==> config.mk <==
export PLATFORM = sky130hd
export DESIGN_NAME = midi_voice_allocator
export DESIGN_NICKNAME = d
export VERILOG_FILES = /design/src/rtl/core/mva_pkg.sv /design/src/rtl/core/midi_voice_allocator.sv /design/src/rtl/core/mva_cfg_regs.sv /design/src/rtl/core/mva_ctrl.sv /design/src/rtl/core/mva_datapath.sv
export SDC_FILE = /design/constraint.sdc
export NUM_CORES = 1
export LEC_CHECK = 0
export BUFFER_PORTS_ARGS = -buffer_cell sky130_fd_sc_hd__buf_2
export CAP_MARGIN = 20
export CORE_MARGIN = 2
export CORE_UTILIZATION = 55
export DETAILED_ROUTE_END_ITERATION = 7
export PLACE_DENSITY = 0.76
export REMOVE_ABC_BUFFERS = 1
export SYNTH_ARGS = -nofsm -noshare
export SYNTH_HDL_FRONTEND = slang
export SYNTH_SLANG_ARGS = --single-unit
==> constraint.sdc <==
create_clock -name i_clk -period 6.7 [get_ports i_clk]
set_input_delay 0 -clock i_clk [delete_from_list [all_inputs] [get_ports i_clk]]
set_output_delay 0 -clock i_clk [all_outputs]
set_load 0.005 [all_outputs]
==> src/rtl/core/mva_pkg.sv <==
package mva_pkg;

    // input operation codes
    localparam logic [1:0] OP_NOTE_ON  = 2'd0;
    localparam logic [1:0] OP_NOTE_OFF = 2'd1;
    localparam logic [1:0] OP_CTRL     = 2'd2;
    localparam logic [1:0] OP_EXPIRY   = 2'd3;

    // result action codes
    localparam logic [3:0] ACT_FILTERED    = 4'd0;
    localparam logic [3:0] ACT_NO_FREE     = 4'd1;
    localparam logic [3:0] ACT_NOT_PLAYING = 4'd2;
    localparam logic [3:0] ACT_TO_VOICE    = 4'd3;
    localparam logic [3:0] ACT_BROADCAST   = 4'd4;
    localparam logic [3:0] ACT_ALL_OFF     = 4'd5;
    localparam logic [3:0] ACT_KEPT        = 4'd6;
    localparam logic [3:0] ACT_EXPIRED     = 4'd7;
    localparam logic [3:0] ACT_IDLE        = 4'd8;

    // controllers that silence every voice
    localparam logic [6:0] CTRL_ALL_SOUND_OFF = 7'd120;
    localparam logic [6:0] CTRL_ALL_NOTES_OFF = 7'd123;

    // register map, byte address is 4 * index
    localparam int unsigned CFG_AW = 5;
    localparam logic [2:0] REG_CHANNEL_SELECT = 3'd0;
    localparam logic [2:0] REG_LOWEST_NOTE    = 3'd1;
    localparam logic [2:0] REG_HIGHEST_NOTE   = 3'd2;
    localparam logic [2:0] REG_SILENCE_LIMIT  = 3'd3;
    localparam logic [2:0] REG_PLAY_LIMIT     = 3'd4;

    typedef struct packed {
        logic [1:0]  op;
        logic [3:0]  channel;
        logic [6:0]  note;
        logic [6:0]  ctrl_number;
        logic [6:0]  value;
        logic [3:0]  check_voice;
        logic [31:0] silent_ms;
        logic [31:0] active_ms;
    } t_in_item;

    typedef struct packed {
        logic [3:0]  action;
        logic [3:0]  voice;
        logic        newly_claimed;
        logic [6:0]  out_note;
        logic [6:0]  out_value;
        logic [15:0] active_mask;
    } t_out_item;

    typedef struct packed {
        logic [4:0]  channel_select;
        logic [6:0]  lowest_note;
        logic [6:0]  highest_note;
        logic [31:0] silence_limit_ms;
        logic [31:0] play_limit_ms;
    } t_cfg;

    // controller to datapath
    typedef struct packed {
        logic load;
        logic fetch;
        logic scan_start;
        logic commit;
    } t_cmd;

    // datapath to controller
    typedef struct packed {
        logic need_scan;
        logic scan_done;
        logic out_free;
    } t_status;

    typedef enum logic [1:0] {
        ST_IDLE,
        ST_DECODE,
        ST_SCAN,
        ST_FINISH
    } t_state;

endpackage

==> src/rtl/core/midi_voice_allocator.sv <==
// Polyphonic voice allocator for MIDI note-on, note-off and controller events plus
// per-voice expiry checks; one result transaction per input transaction, in order. A note
// event that passes the channel and note filters goes through decode, a scan of the per-voice
// note memory at one voice per cycle and finish before the next transaction is accepted;
// filtered note events, controller events and expiry checks skip the scan. The result waits
// in an output register; a held result delays only the next item's commit. No clearing pass
// follows reset. Configuration registers sit on the APB port at byte address 4 * index; the
// user must write them only while the block is idle, which the block does not enforce.
module midi_voice_allocator #(
    parameter int unsigned NUM_VOICES = 16
) (
    input  logic                       i_clk,
    input  logic                       i_rst_n,
    input  logic                       i_in_valid,
    output logic                       o_in_stall,
    input  mva_pkg::t_in_item          i_in_data,
    output logic                       o_out_valid,
    input  logic                       i_out_stall,
    output mva_pkg::t_out_item         o_out_data,
    input  logic                       psel,
    input  logic                       penable,
    input  logic                       pwrite,
    input  logic [mva_pkg::CFG_AW-1:0] paddr,
    input  logic [31:0]                pwdata,
    output logic [31:0]                prdata,
    output logic                       pready
);

    mva_pkg::t_cfg    cfg;
    mva_pkg::t_cmd    cmd;
    mva_pkg::t_status status;

    mva_cfg_regs u_cfg_regs (
        .i_clk   (i_clk),
        .i_rst_n (i_rst_n),
        .psel    (psel),
        .penable (penable),
        .pwrite  (pwrite),
        .paddr   (paddr),
        .pwdata  (pwdata),
        .prdata  (prdata),
        .pready  (pready),
        .o_cfg   (cfg)
    );

    mva_ctrl u_ctrl (
        .i_clk      (i_clk),
        .i_rst_n    (i_rst_n),
        .i_in_valid (i_in_valid),
        .o_in_stall (o_in_stall),
        .i_status   (status),
        .o_cmd      (cmd)
    );

    mva_datapath #(
        .NUM_VOICES (NUM_VOICES)
    ) u_datapath (
        .i_clk       (i_clk),
        .i_rst_n     (i_rst_n),
        .i_cfg       (cfg),
        .i_in_data   (i_in_data),
        .i_cmd       (cmd),
        .o_status    (status),
        .o_out_valid (o_out_valid),
        .i_out_stall (i_out_stall),
        .o_out_data  (o_out_data)
    );

endmodule

==> src/rtl/core/mva_cfg_regs.sv <==
module mva_cfg_regs (
    input  logic                       i_clk,
    input  logic                       i_rst_n,
    input  logic                       psel,
    input  logic                       penable,
    input  logic                       pwrite,
    input  logic [mva_pkg::CFG_AW-1:0] paddr,
    input  logic [31:0]                pwdata,
    output logic [31:0]                prdata,
    output logic                       pready,
    output mva_pkg::t_cfg              o_cfg
);

    mva_pkg::t_cfg r_cfg;
    logic          wr_en;
    logic [2:0]    reg_idx;

    assign pready  = 1'b1;
    assign wr_en   = psel & penable & pwrite;
    assign reg_idx = paddr[4:2];
    assign o_cfg   = r_cfg;

    // register writes
    always_ff @(posedge i_clk) begin
        if (!i_rst_n) begin
            r_cfg.channel_select   <= 5'd0;
            r_cfg.lowest_note      <= 7'd0;
            r_cfg.highest_note     <= 7'd127;
            r_cfg.silence_limit_ms <= 32'd100;
            r_cfg.play_limit_ms    <= 32'd60000;
        end else if (wr_en) begin
            case (reg_idx)
                mva_pkg::REG_CHANNEL_SELECT: r_cfg.channel_select   <= pwdata[4:0];
                mva_pkg::REG_LOWEST_NOTE:    r_cfg.lowest_note      <= pwdata[6:0];
                mva_pkg::REG_HIGHEST_NOTE:   r_cfg.highest_note     <= pwdata[6:0];
                mva_pkg::REG_SILENCE_LIMIT:  r_cfg.silence_limit_ms <= pwdata;
                mva_pkg::REG_PLAY_LIMIT:     r_cfg.play_limit_ms    <= pwdata;
                default: ;
            endcase
        end
    end

    // register reads
    always_comb begin
        case (reg_idx)
            mva_pkg::REG_CHANNEL_SELECT: prdata = {27'd0, r_cfg.channel_select};
            mva_pkg::REG_LOWEST_NOTE:    prdata = {25'd0, r_cfg.lowest_note};
            mva_pkg::REG_HIGHEST_NOTE:   prdata = {25'd0, r_cfg.highest_note};
            mva_pkg::REG_SILENCE_LIMIT:  prdata = r_cfg.silence_limit_ms;
            mva_pkg::REG_PLAY_LIMIT:     prdata = r_cfg.play_limit_ms;
            default:                     prdata = 32'd0;
        endcase
    end

endmodule

==> src/rtl/core/mva_ctrl.sv <==
module mva_ctrl (
    input  logic             i_clk,
    input  logic             i_rst_n,
    input  logic             i_in_valid,
    output logic             o_in_stall,
    input  mva_pkg::t_status i_status,
    output mva_pkg::t_cmd    o_cmd
);

    mva_pkg::t_state r_state;
    mva_pkg::t_state n_state;

    // state register
    always_ff @(posedge i_clk) begin
        if (!i_rst_n) begin
            r_state <= mva_pkg::ST_IDLE;
        end else begin
            r_state <= n_state;
        end
    end

    // next state and commands
    always_comb begin
        n_state    = r_state;
        o_cmd      = '0;
        o_in_stall = 1'b1;
        case (r_state)
            mva_pkg::ST_IDLE: begin
                o_in_stall = 1'b0;
                if (i_in_valid) begin
                    o_cmd.load = 1'b1;
                    n_state    = mva_pkg::ST_DECODE;
                end
            end
            mva_pkg::ST_DECODE: begin
                o_cmd.fetch = 1'b1;
                if (i_status.need_scan) begin
                    o_cmd.scan_start = 1'b1;
                    n_state          = mva_pkg::ST_SCAN;
                end else begin
                    n_state = mva_pkg::ST_FINISH;
                end
            end
            mva_pkg::ST_SCAN: begin
                if (i_status.scan_done) begin
                    n_state = mva_pkg::ST_FINISH;
                end
            end
            mva_pkg::ST_FINISH: begin
                if (i_status.out_free) begin
                    o_cmd.commit = 1'b1;
                    n_state      = mva_pkg::ST_IDLE;
                end
            end
            default: begin
                n_state = mva_pkg::ST_IDLE;
            end
        endcase
    end

    // scan completion only comes while scanning
    a_scan_done_in_scan: assert property (@(posedge i_clk) disable iff (!i_rst_n)
        i_status.scan_done |-> r_state == mva_pkg::ST_SCAN)
        else $error("scan done outside scan state");

    // a result is written only into a free output slot
    a_commit_slot_free: assert property (@(posedge i_clk) disable iff (!i_rst_n)
        o_cmd.commit |-> i_status.out_free)
        else $error("commit while output slot busy");

    // an accepted transaction always moves to decode
    a_load_to_decode: assert property (@(posedge i_clk) disable iff (!i_rst_n)
        o_cmd.load |=> r_state == mva_pkg::ST_DECODE)
        else $error("load not followed by decode");

endmodule

==> src/rtl/core/mva_datapath.sv <==
module mva_datapath #(
    parameter int unsigned NUM_VOICES = 16
) (
    input  logic               i_clk,
    input  logic               i_rst_n,
    input  mva_pkg::t_cfg      i_cfg,
    input  mva_pkg::t_in_item  i_in_data,
    input  mva_pkg::t_cmd      i_cmd,
    output mva_pkg::t_status   o_status,
    output logic               o_out_valid,
    input  logic               i_out_stall,
    output mva_pkg::t_out_item o_out_data
);

    localparam int unsigned IW = (NUM_VOICES > 1) ? $clog2(NUM_VOICES) : 1;
    localparam int unsigned MW = (NUM_VOICES > 16) ? NUM_VOICES : 16;
    localparam logic [IW-1:0] LAST_IDX = IW'(NUM_VOICES - 1);

    mva_pkg::t_in_item  r_item;
    mva_pkg::t_out_item r_out;
    mva_pkg::t_out_item n_out;
    logic               r_out_vld;

    logic [NUM_VOICES-1:0] r_busy;
    logic [NUM_VOICES-1:0] n_busy;
    logic [6:0]            r_note_mem [NUM_VOICES];

    // scan and read port
    logic          r_issue;
    logic [IW-1:0] r_scan_idx;
    logic          r_rd_vld;
    logic [IW-1:0] r_rd_idx;
    logic [6:0]    r_rd_data;
    logic          rd_en;
    logic [IW-1:0] rd_addr;

    logic          r_match_found;
    logic [IW-1:0] r_match_idx;
    logic          r_free_found;
    logic [IW-1:0] r_free_idx;

    logic          chan_ok;
    logic          note_pass;
    logic          all_off;
    logic          cv_in_range;
    logic [IW-1:0] cv_addr;
    logic          exceeded;
    logic          mem_we;
    logic [MW-1:0] busy_pad;

    // event filters
    assign chan_ok     = (i_cfg.channel_select == 5'd0) ||
                         (i_cfg.channel_select == (5'(r_item.channel) + 5'd1));
    assign note_pass   = chan_ok && (r_item.note >= i_cfg.lowest_note) &&
                         (r_item.note <= i_cfg.highest_note);
    assign all_off     = (r_item.ctrl_number == mva_pkg::CTRL_ALL_SOUND_OFF) ||
                         (r_item.ctrl_number == mva_pkg::CTRL_ALL_NOTES_OFF);
    assign cv_in_range = 32'(r_item.check_voice) < 32'(NUM_VOICES);
    assign cv_addr     = IW'(r_item.check_voice);
    assign exceeded    = (r_item.silent_ms > i_cfg.silence_limit_ms) ||
                         (r_item.active_ms > i_cfg.play_limit_ms);

    assign o_status.need_scan = ((r_item.op == mva_pkg::OP_NOTE_ON) ||
                                 (r_item.op == mva_pkg::OP_NOTE_OFF)) && note_pass;
    assign o_status.scan_done = r_rd_vld && (r_rd_idx == LAST_IDX);
    assign o_status.out_free  = !r_out_vld || !i_out_stall;

    assign o_out_valid = r_out_vld;
    assign o_out_data  = r_out;

    // item capture
    always_ff @(posedge i_clk) begin
        if (i_cmd.load) begin
            r_item <= i_in_data;
        end
    end

    // scan address counter, one voice per cycle
    always_ff @(posedge i_clk) begin
        if (!i_rst_n) begin
            r_issue    <= 1'b0;
            r_scan_idx <= '0;
        end else if (i_cmd.scan_start) begin
            r_issue    <= 1'b1;
            r_scan_idx <= '0;
        end else if (r_issue) begin
            if (r_scan_idx == LAST_IDX) begin
                r_issue <= 1'b0;
            end else begin
                r_scan_idx <= r_scan_idx + IW'(1);
            end
        end
    end

    assign rd_en   = r_issue || i_cmd.fetch;
    assign rd_addr = r_issue ? r_scan_idx : cv_addr;

    // note memory, one write and one registered read port
    always_ff @(posedge i_clk) begin
        if (i_cmd.commit && mem_we) begin
            r_note_mem[r_free_idx] <= r_item.note;
        end
        if (rd_en) begin
            r_rd_data <= r_note_mem[rd_addr];
            r_rd_idx  <= rd_addr;
        end
    end

    always_ff @(posedge i_clk) begin
        if (!i_rst_n) begin
            r_rd_vld <= 1'b0;
        end else begin
            r_rd_vld <= r_issue;
        end
    end

    // lowest matching voice and lowest free voice
    always_ff @(posedge i_clk) begin
        if (!i_rst_n) begin
            r_match_found <= 1'b0;
            r_free_found  <= 1'b0;
            r_match_idx   <= '0;
            r_free_idx    <= '0;
        end else if (i_cmd.scan_start) begin
            r_match_found <= 1'b0;
            r_free_found  <= 1'b0;
        end else if (r_rd_vld) begin
            if (!r_match_found && r_busy[r_rd_idx] && (r_rd_data == r_item.note)) begin
                r_match_found <= 1'b1;
                r_match_idx   <= r_rd_idx;
            end
            if (!r_free_found && !r_busy[r_rd_idx]) begin
                r_free_found <= 1'b1;
                r_free_idx   <= r_rd_idx;
            end
        end
    end

    // result and next voice state
    always_comb begin
        n_busy = r_busy;
        n_out  = '0;
        mem_we = 1'b0;
        case (r_item.op)
            mva_pkg::OP_NOTE_ON, mva_pkg::OP_NOTE_OFF: begin
                n_out.out_note  = r_item.note;
                n_out.out_value = r_item.value;
                if (!note_pass) begin
                    n_out.action = mva_pkg::ACT_FILTERED;
                end else if (r_match_found) begin
                    n_out.action = mva_pkg::ACT_TO_VOICE;
                    n_out.voice  = 4'(r_match_idx);
                end else if (r_item.op == mva_pkg::OP_NOTE_OFF) begin
                    n_out.action = mva_pkg::ACT_NOT_PLAYING;
                end else if (!r_free_found) begin
                    n_out.action = mva_pkg::ACT_NO_FREE;
                end else begin
                    n_busy[r_free_idx]  = 1'b1;
                    mem_we              = 1'b1;
                    n_out.action        = mva_pkg::ACT_TO_VOICE;
                    n_out.voice         = 4'(r_free_idx);
                    n_out.newly_claimed = 1'b1;
                end
            end
            mva_pkg::OP_CTRL: begin
                n_out.out_note  = r_item.ctrl_number;
                n_out.out_value = r_item.value;
                if (!chan_ok) begin
                    n_out.action = mva_pkg::ACT_FILTERED;
                end else if (all_off) begin
                    n_busy       = '0;
                    n_out.action = mva_pkg::ACT_ALL_OFF;
                end else begin
                    n_out.action = mva_pkg::ACT_BROADCAST;
                end
            end
            default: begin
                n_out.voice = r_item.check_voice;
                if (!cv_in_range || !r_busy[cv_addr]) begin
                    n_out.action = mva_pkg::ACT_IDLE;
                end else begin
                    n_out.out_note = r_rd_data;
                    if (exceeded) begin
                        n_busy[cv_addr] = 1'b0;
                        n_out.action    = mva_pkg::ACT_EXPIRED;
                    end else begin
                        n_out.action = mva_pkg::ACT_KEPT;
                    end
                end
            end
        endcase
        busy_pad          = MW'(n_busy);
        n_out.active_mask = busy_pad[15:0];
    end

    // voice busy flags
    always_ff @(posedge i_clk) begin
        if (!i_rst_n) begin
            r_busy <= '0;
        end else if (i_cmd.commit) begin
            r_busy <= n_busy;
        end
    end

    // output register
    always_ff @(posedge i_clk) begin
        if (!i_rst_n) begin
            r_out_vld <= 1'b0;
        end else if (i_cmd.commit) begin
            r_out_vld <= 1'b1;
        end else if (!i_out_stall) begin
            r_out_vld <= 1'b0;
        end
    end

    always_ff @(posedge i_clk) begin
        if (i_cmd.commit) begin
            r_out <= n_out;
        end
    end

    // all-off leaves every voice free
    a_all_off_clears: assert property (@(posedge i_clk) disable iff (!i_rst_n)
        (i_cmd.commit && (r_item.op == mva_pkg::OP_CTRL) && chan_ok && all_off)
        |=> (r_busy == '0))
        else $error("all-off left a voice busy");

    // a new result only appears after a commit
    a_out_after_commit: assert property (@(posedge i_clk) disable iff (!i_rst_n)
        $rose(r_out_vld) |-> $past(i_cmd.commit))
        else $error("output valid without commit");

    // a claimed voice was free before the claim
    a_claim_was_free: assert property (@(posedge i_clk) disable iff (!i_rst_n)
        (i_cmd.commit && mem_we) |-> !r_busy[r_free_idx])
        else $error("claimed a busy voice");

endmodule

## Word-level counts from Yosys, hierarchy flattened

Memories as Yosys holds them, arrays and structs flattened. A register that Yosys moved wholly into a read port is not among the register bits.
Cells that the tools add are included.

- $add $sub $neg: 2
- $mul: 0
- Divide/modulo/power cells: 0
- Magnitude comparators: 9
- Equal/unequal tests: 19
- Shifts and indexed selects: 0
- Multiplexer cells: 59
- Bitwise logic cells: 10
- Reduce and logical (&&, ||, !) cells: 40

Operators with widths:

| cell | count |
|---|---|
| $pmux W32 S5 | 1 |
| $mux W16 | 8 |
| $gt A32 B32 Y1 | 2 |
| $pmux W16 S2 | 1 |
| $mux W1 | 26 |
| $and A16 B16 Y16 | 1 |
| $mux W4 | 4 |
| $not A16 Y16 | 1 |
| $or A16 B16 Y16 | 1 |
| $pmux W4 S2 | 2 |
| $reduce_and A2 Y1 | 8 |
| $lt A4 B5 Y1 const B | 3 |
| $mux W5 | 3 |
| $eq A7 B7 Y1 const B | 2 |
| $pmux W7 S2 | 1 |
| $logic_and A1 B1 Y1 | 10 |
| $mux W2 | 5 |
| $reduce_and A3 Y1 | 3 |
| $bmux W1 S4 | 2 |
| $demux W1 S4 | 2 |
| $eq A4 B4 Y1 const B | 2 |
| $ge A4 B1 Y1 const B | 2 |
| $mux W8 | 1 |
| $pmux W2 S4 | 1 |
| other kinds (25) | 47 |

- Register bits: 256
- Bits in latches: 0
- Memory bits (writable): 112
- Bits in read-only memories: 0
- Output and inout bits: 74
- Memories: 1

Memory list:

| memory | words | width | read ports | clocked after memory_dff | write ports | RTL line | RTL |
|---|---|---|---|---|---|---|---|
| u_datapath.r_note_mem | 16 | 7 | 1 | 1 | 1 | mva_datapath.sv:26 | `logic [6:0] r_note_mem [NUM_VOICES];` |

## Longest topological paths before layout

- Depth after elaboration: 10
- Depth in mapped cells: 11
- Gate-level depth less buffers: 9

## Cells and area by module

Synthesis repeated with hierarchy kept, for this count alone.

- Cells, all modules: 1609
- Area total of the unflattened synthesis: 17798.3 um^2

Modules (own cells, without submodules):

| module | instances | cells an instance | area an instance (um^2) |
|---|---|---|---|
| mva_datapath | 1 | 1183 | 13869.6 |
| mva_cfg_regs | 1 | 398 | 3694.8 |
| mva_ctrl | 1 | 28 | 234.0 |

## Worst setup path before layout

Ideal clock, no wire load.

- Path kind: flip-flop to flip-flop
- From: reg u_ctrl.r_state[0]
- To: reg u_datapath.r_item (netlist bit u_datapath.cv_addr[0]), enable pin
- Data arrival time: 4618 ps
- Setup slack: 1530 ps
- Stages on the path, launching flop included: 5
- Path buffers: 0
- Period minus slack after synthesis: 5170 ps
- Path through: dfxtp_1 inv_1 ha_1 inv_1 nor2_1

RTL lines:

| what | RTL line | RTL |
|---|---|---|
| from (decl) | mva_ctrl.sv:10 | `mva_pkg::t_state r_state;` |
| from (signal assigned) | mva_ctrl.sv:16 | `r_state <= mva_pkg::ST_IDLE;` |
| from (signal assigned) | mva_ctrl.sv:18 | `r_state <= n_state;` |
| to (signal assigned) | mva_datapath.sv:74 | `r_item <= i_in_data;` |
| to (decl) | mva_datapath.sv:19 | `mva_pkg::t_in_item r_item;` |

## Final worst setup path

- From: reg u_datapath.r_item[82] (netlist name)
- To: mem u_datapath.r_note_mem[10][0], enable pin

- Longest elaborated chain between the ends: 8
- Elaborated cells between the ends (all ways): 9
- Those cells by class: order compare (2); mux (4); reduce/logical (3)

Ends and longest elaborated chain:

| what | RTL line | RTL |
|---|---|---|
| $ge A7 B7 Y1 | mva_datapath.sv:54 | `assign note_pass = chan_ok && (r_item.note >= i_cfg.lowest_note) &&` |
| $logic_and A1 B1 Y1 | mva_datapath.sv:54 |  |
| $logic_and A1 B1 Y1 * | mva_datapath.sv:54 |  |
| $mux W1 * | mva_datapath.sv:148 | `if (!note_pass) begin` |
| $mux W1 * | mva_datapath.sv:144 | `case (r_item.op)` |
| $logic_and A1 B1 Y1 * | mva_datapath.sv:100 | `if (i_cmd.commit && mem_we) begin` |
| $mux W1 * | mva_datapath.sv:100 |  |
| $mux W1 (implied by the code) * | mva_datapath.sv:101 | `r_note_mem[r_free_idx] <= r_item.note;` |
| to (decl) | mva_datapath.sv:26 |  |

Every way passes the cells marked *; elsewhere a longest branch is shown, timed or not.

==> key figures <==
Synth
  – Sequential element share of the synthesized area: 58.7%
  – Yosys warns: 0
  – Avg Cell Area, Syn: roughly 11 µm²
  – Synth area leaders: edfxtp_1, dfxtp_1, nand2_1
  – EDFF count, synth: approximately 260
  – Syn Std Cell Area: 0.0172 mm²
  – Async set or reset register ratio after synthesis: 0%
  – Yosys top cell by area: edfxtp_1
  – Top-count cell post-synth: nand2_1
  – Synth top area share: between 40% and 50%
  – Post-synth cell types: 65
  – Most frequent cells after synthesis: nand2_1, edfxtp_1, dfxtp_1, inv_1, a21oi_1
  – #FFs+latches synth: approximately 380
  – Post-Synthesis Cells: 1607
  – Ys flop type: edfxtp_1

Power
  – Power Internal: roughly 4.6 mW
  – Clock group share of total power: around a third
  – Switch share: slightly below 30%
  – Sequential share of power: 46.0%
  – Worst vdd ir: about 0.00023 V
  – P_leak: between 7 and 8 nW
  – Net Sw Power: 1.87 mW
  – Comb pwr share: around 20%
  – PwrDens: slightly above 300 mW/mm²

Place
  – Hpwl dp: 29300 µm
  – Number of port buffers: approximately 210
  – GP Congestion: 0.877

STA
  – Setup violations, final: 0
  – Fin. Hold Viols: 0
  – Worst slew pin tran: 1.06 ns
  – Pins over their slew limit: 0
  – Minimum clock period: 4.21 ns
  – Setup TNS: 0 ns
  – Worst relative slew slack: ~29%
  – F_max: between 200 and 250 MHz
  – RSZ-0062 raised after global routing: false
  – Final period utilization: between 60% and 70%
  – Clk_skew: about 0.021 ns

CTS
  – Number of CTS-inserted buffers: 40
  – Clock Pin Slew Worst Setup and Hold Paths: ~0.06 ns
  – Worst-case clock buffer depth: 3
  – TritonCTS clock tree: built
  – Skew-Pair Late Insertion Delay: ~0.53 ns
  – CTS root buffer: clkbuf_16
  – CTS Sinks: 375
  – Post_cts resized: 0
  – Clock H-tree levels: 2

Setup path
  – CP Max Fanout: 19
  – Crit end category: flop
  – CP arrival: 4.37 ns
  – Worst path required time: between 6 and 7 ns
  – Crit path kind: reg2reg
  – CP Launch Type: flop

Outcome
  – Status: finished, final reports clean

Floorplanning
  – Core area: 0.0307 mm²
  – Starting Density: between 50% and 60%
  – Num ports: 213
  – Die Area: 0.0327 mm²
  – Row count: 64
  – Die height: 181 µm
  – Die W: between 150 and 200 µm

Detailed routing
  – Drt via density: a little under 6
  – DR vias: ~14k
  – WL final: between 40000 and 50000 µm
  – DR WL/cell: approximately 20 µm
  – Remaining DRCs: 0
  – Post-route ant nets: 0
  – Router iterations before antenna repair: 6
  – 1st-iter DRT viols: 1405

Worst hold path
  – Class of the worst hold path: in2reg

Cells and area
  – Area Overhead vs Synth: 23.2%
  – Multi-input gate area: roughly 0.0064 mm²
  – Layout Utilization: 69.0%
  – Nets: roughly 2.1k
  – Register Area: slightly above 0.01 mm²
  – Layout cell share with drive strength beyond 1: between 10% and 20%
  – Fill count: between 2k and 2.5k

Global route
  – Largest net degree at the start of global routing: 73
  – First-pass GRT wire length: 74300 µm
  – Overflow after GRT: 0
  – Vias in the first global route: approximately 14k
  – Initial antenna violation count: 0
  – Tot GR Track Use: 28.5%

Flow run
  – Max-capacitance violation count: 0
[critical path, stage by stage (launching register included)]
cell,delay [ns]
edfxtp_1,0.83
inv_1,0.18
ha_1,0.31
nand2b_1,0.09
a211oi_1,0.06
o21ai_0,0.13
o21ai_0,0.20
a2111oi_4,0.98
nand4_1,0.42
nor2_1,0.63
[path summary, 6_finish.rpt]
path	start	slack, ns	end	cells past startpoint
worst min register to register	u_cfg_regs.o_cfg[25]	0.46	u_cfg_regs.o_cfg[25]	2
worst max register to register	u_datapath.r_item[82]	2.49	u_datapath.r_note_mem[10][0]	9
worst min-delay path	i_in_valid	0.03	u_datapath.r_item[93]	3
worst max-delay path	u_datapath.r_item[82]	2.49	u_datapath.r_note_mem[10][0]	9
[power groups by stage]
stage	Combinational [mW]	Clock, mW	Sequential (mW)
2_1_floorplan	0.714	0	3.01
3_3_place_gp	1.13	0	2.99
3_5_place_dp	1.18	0	3.00
4_1_cts	1.25	2.22	2.95
5_1_grt	1.39	2.33	2.98
6_report	1.27	2.21	2.96
[routing by layer]
| metal | GRT usage (%) | part of all wire [%] |
|---|---|---|
| met1 | 35.8 | 38 |
| met2 | 48.7 | 49 |
| met3 | 5.28 | 9.0 |
| met4 | 11.5 | 4.0 |
| met5 | 0 | 0 |
[cell families (layout without fill, tap and decap cells)]
kind of cell,Yosys count,in the layout,share of synthesized area [%]
flops,375,375,58.7
other cells,1,2,0.0218
simple gates,584,584,15.3
fa+ha+maj,85,85,6.19
buf+inv,201,544,4.55
xor+xnor,14,14,0.714
mux,33,33,2.67
compound gates,314,314,11.9
[per-stage QoR]
step	std cells	hold WS (ns)	total power [mW]	instance area, µm²	setup slack [ns]
finish	2347	0.0345	6.44	21200	2.49
global route	2346	0.0553	6.70	21200	2.14
CTS	2346	0.0311	6.42	21200	2.53
detailed placement	2143	0.178	4.18	18600	2.58
global placement	2143	0.176	4.12	18600	2.66
floorplan	1516	0.0533	3.72	16800	1.53
[placed cells by master, fill, tap and decap left out, types with 9 or more instances in the layout]
master | Yosys | routed
clkbuf_16 | 0 | 41
o22ai_1 | 23 | 23
clkinv_2 | 0 | 9
inv_1 | 109 | 107
a31oi_1 | 26 | 26
a22oi_1 | 12 | 12
edfxtp_1 | 257 | 257
nand4_1 | 29 | 29
o211ai_1 | 26 | 26
o21ai_0 | 48 | 48
mux2i_1 | 21 | 20
a21oi_1 | 104 | 104
dlygate4sd3_1 | 0 | 129
buf_2 | 7 | 209
buf_4 | 3 | 22
clkbuf_1 | 71 | 10
and3_1 | 28 | 28
nor2b_1 | 16 | 15
nor4_1 | 15 | 15
nand2_1 | 343 | 343
mux4_2 | 10 | 10
a311oi_1 | 14 | 14
dfxtp_1 | 118 | 118
and2_1 | 13 | 13
nor2_1 | 57 | 53
ha_1 | 85 | 85
a221oi_1 | 9 | 9
nand3_1 | 45 | 45
[state kept, by name, summed over array words and instances, names as in the netlist, 7 cells and up]
signal,cells
u_datapath.r_rd_data,7
u_datapath.r_item,91
u_datapath.r_note_mem,112
u_datapath.o_out_data,39
u_datapath.r_busy,16
u_cfg_regs.o_cfg,83
[what timing repair did]
item | CTS | global route
buffers inserted | 0 | 0
endpoints found under the setup margin | 0 | 0
hold buffers | 129 | 0
hold endpoints to repair | 179 | 0
[area by class of cell]
class / instances / area share, %
Clock buffer: 57 / 5.42
Timing Repair Buffer: 360 / 11.8
Multi-Input combinational cell: 1031 / 30.0
Tap cell: 396 / 2.34
Sequential cell: 375 / 47.6
Antenna cell: 1 / 0.0118
Clock inverter: 17 / 0.775
Inverter: 110 / 1.95
No activity file was read; power rests on OpenSTA's default activity.
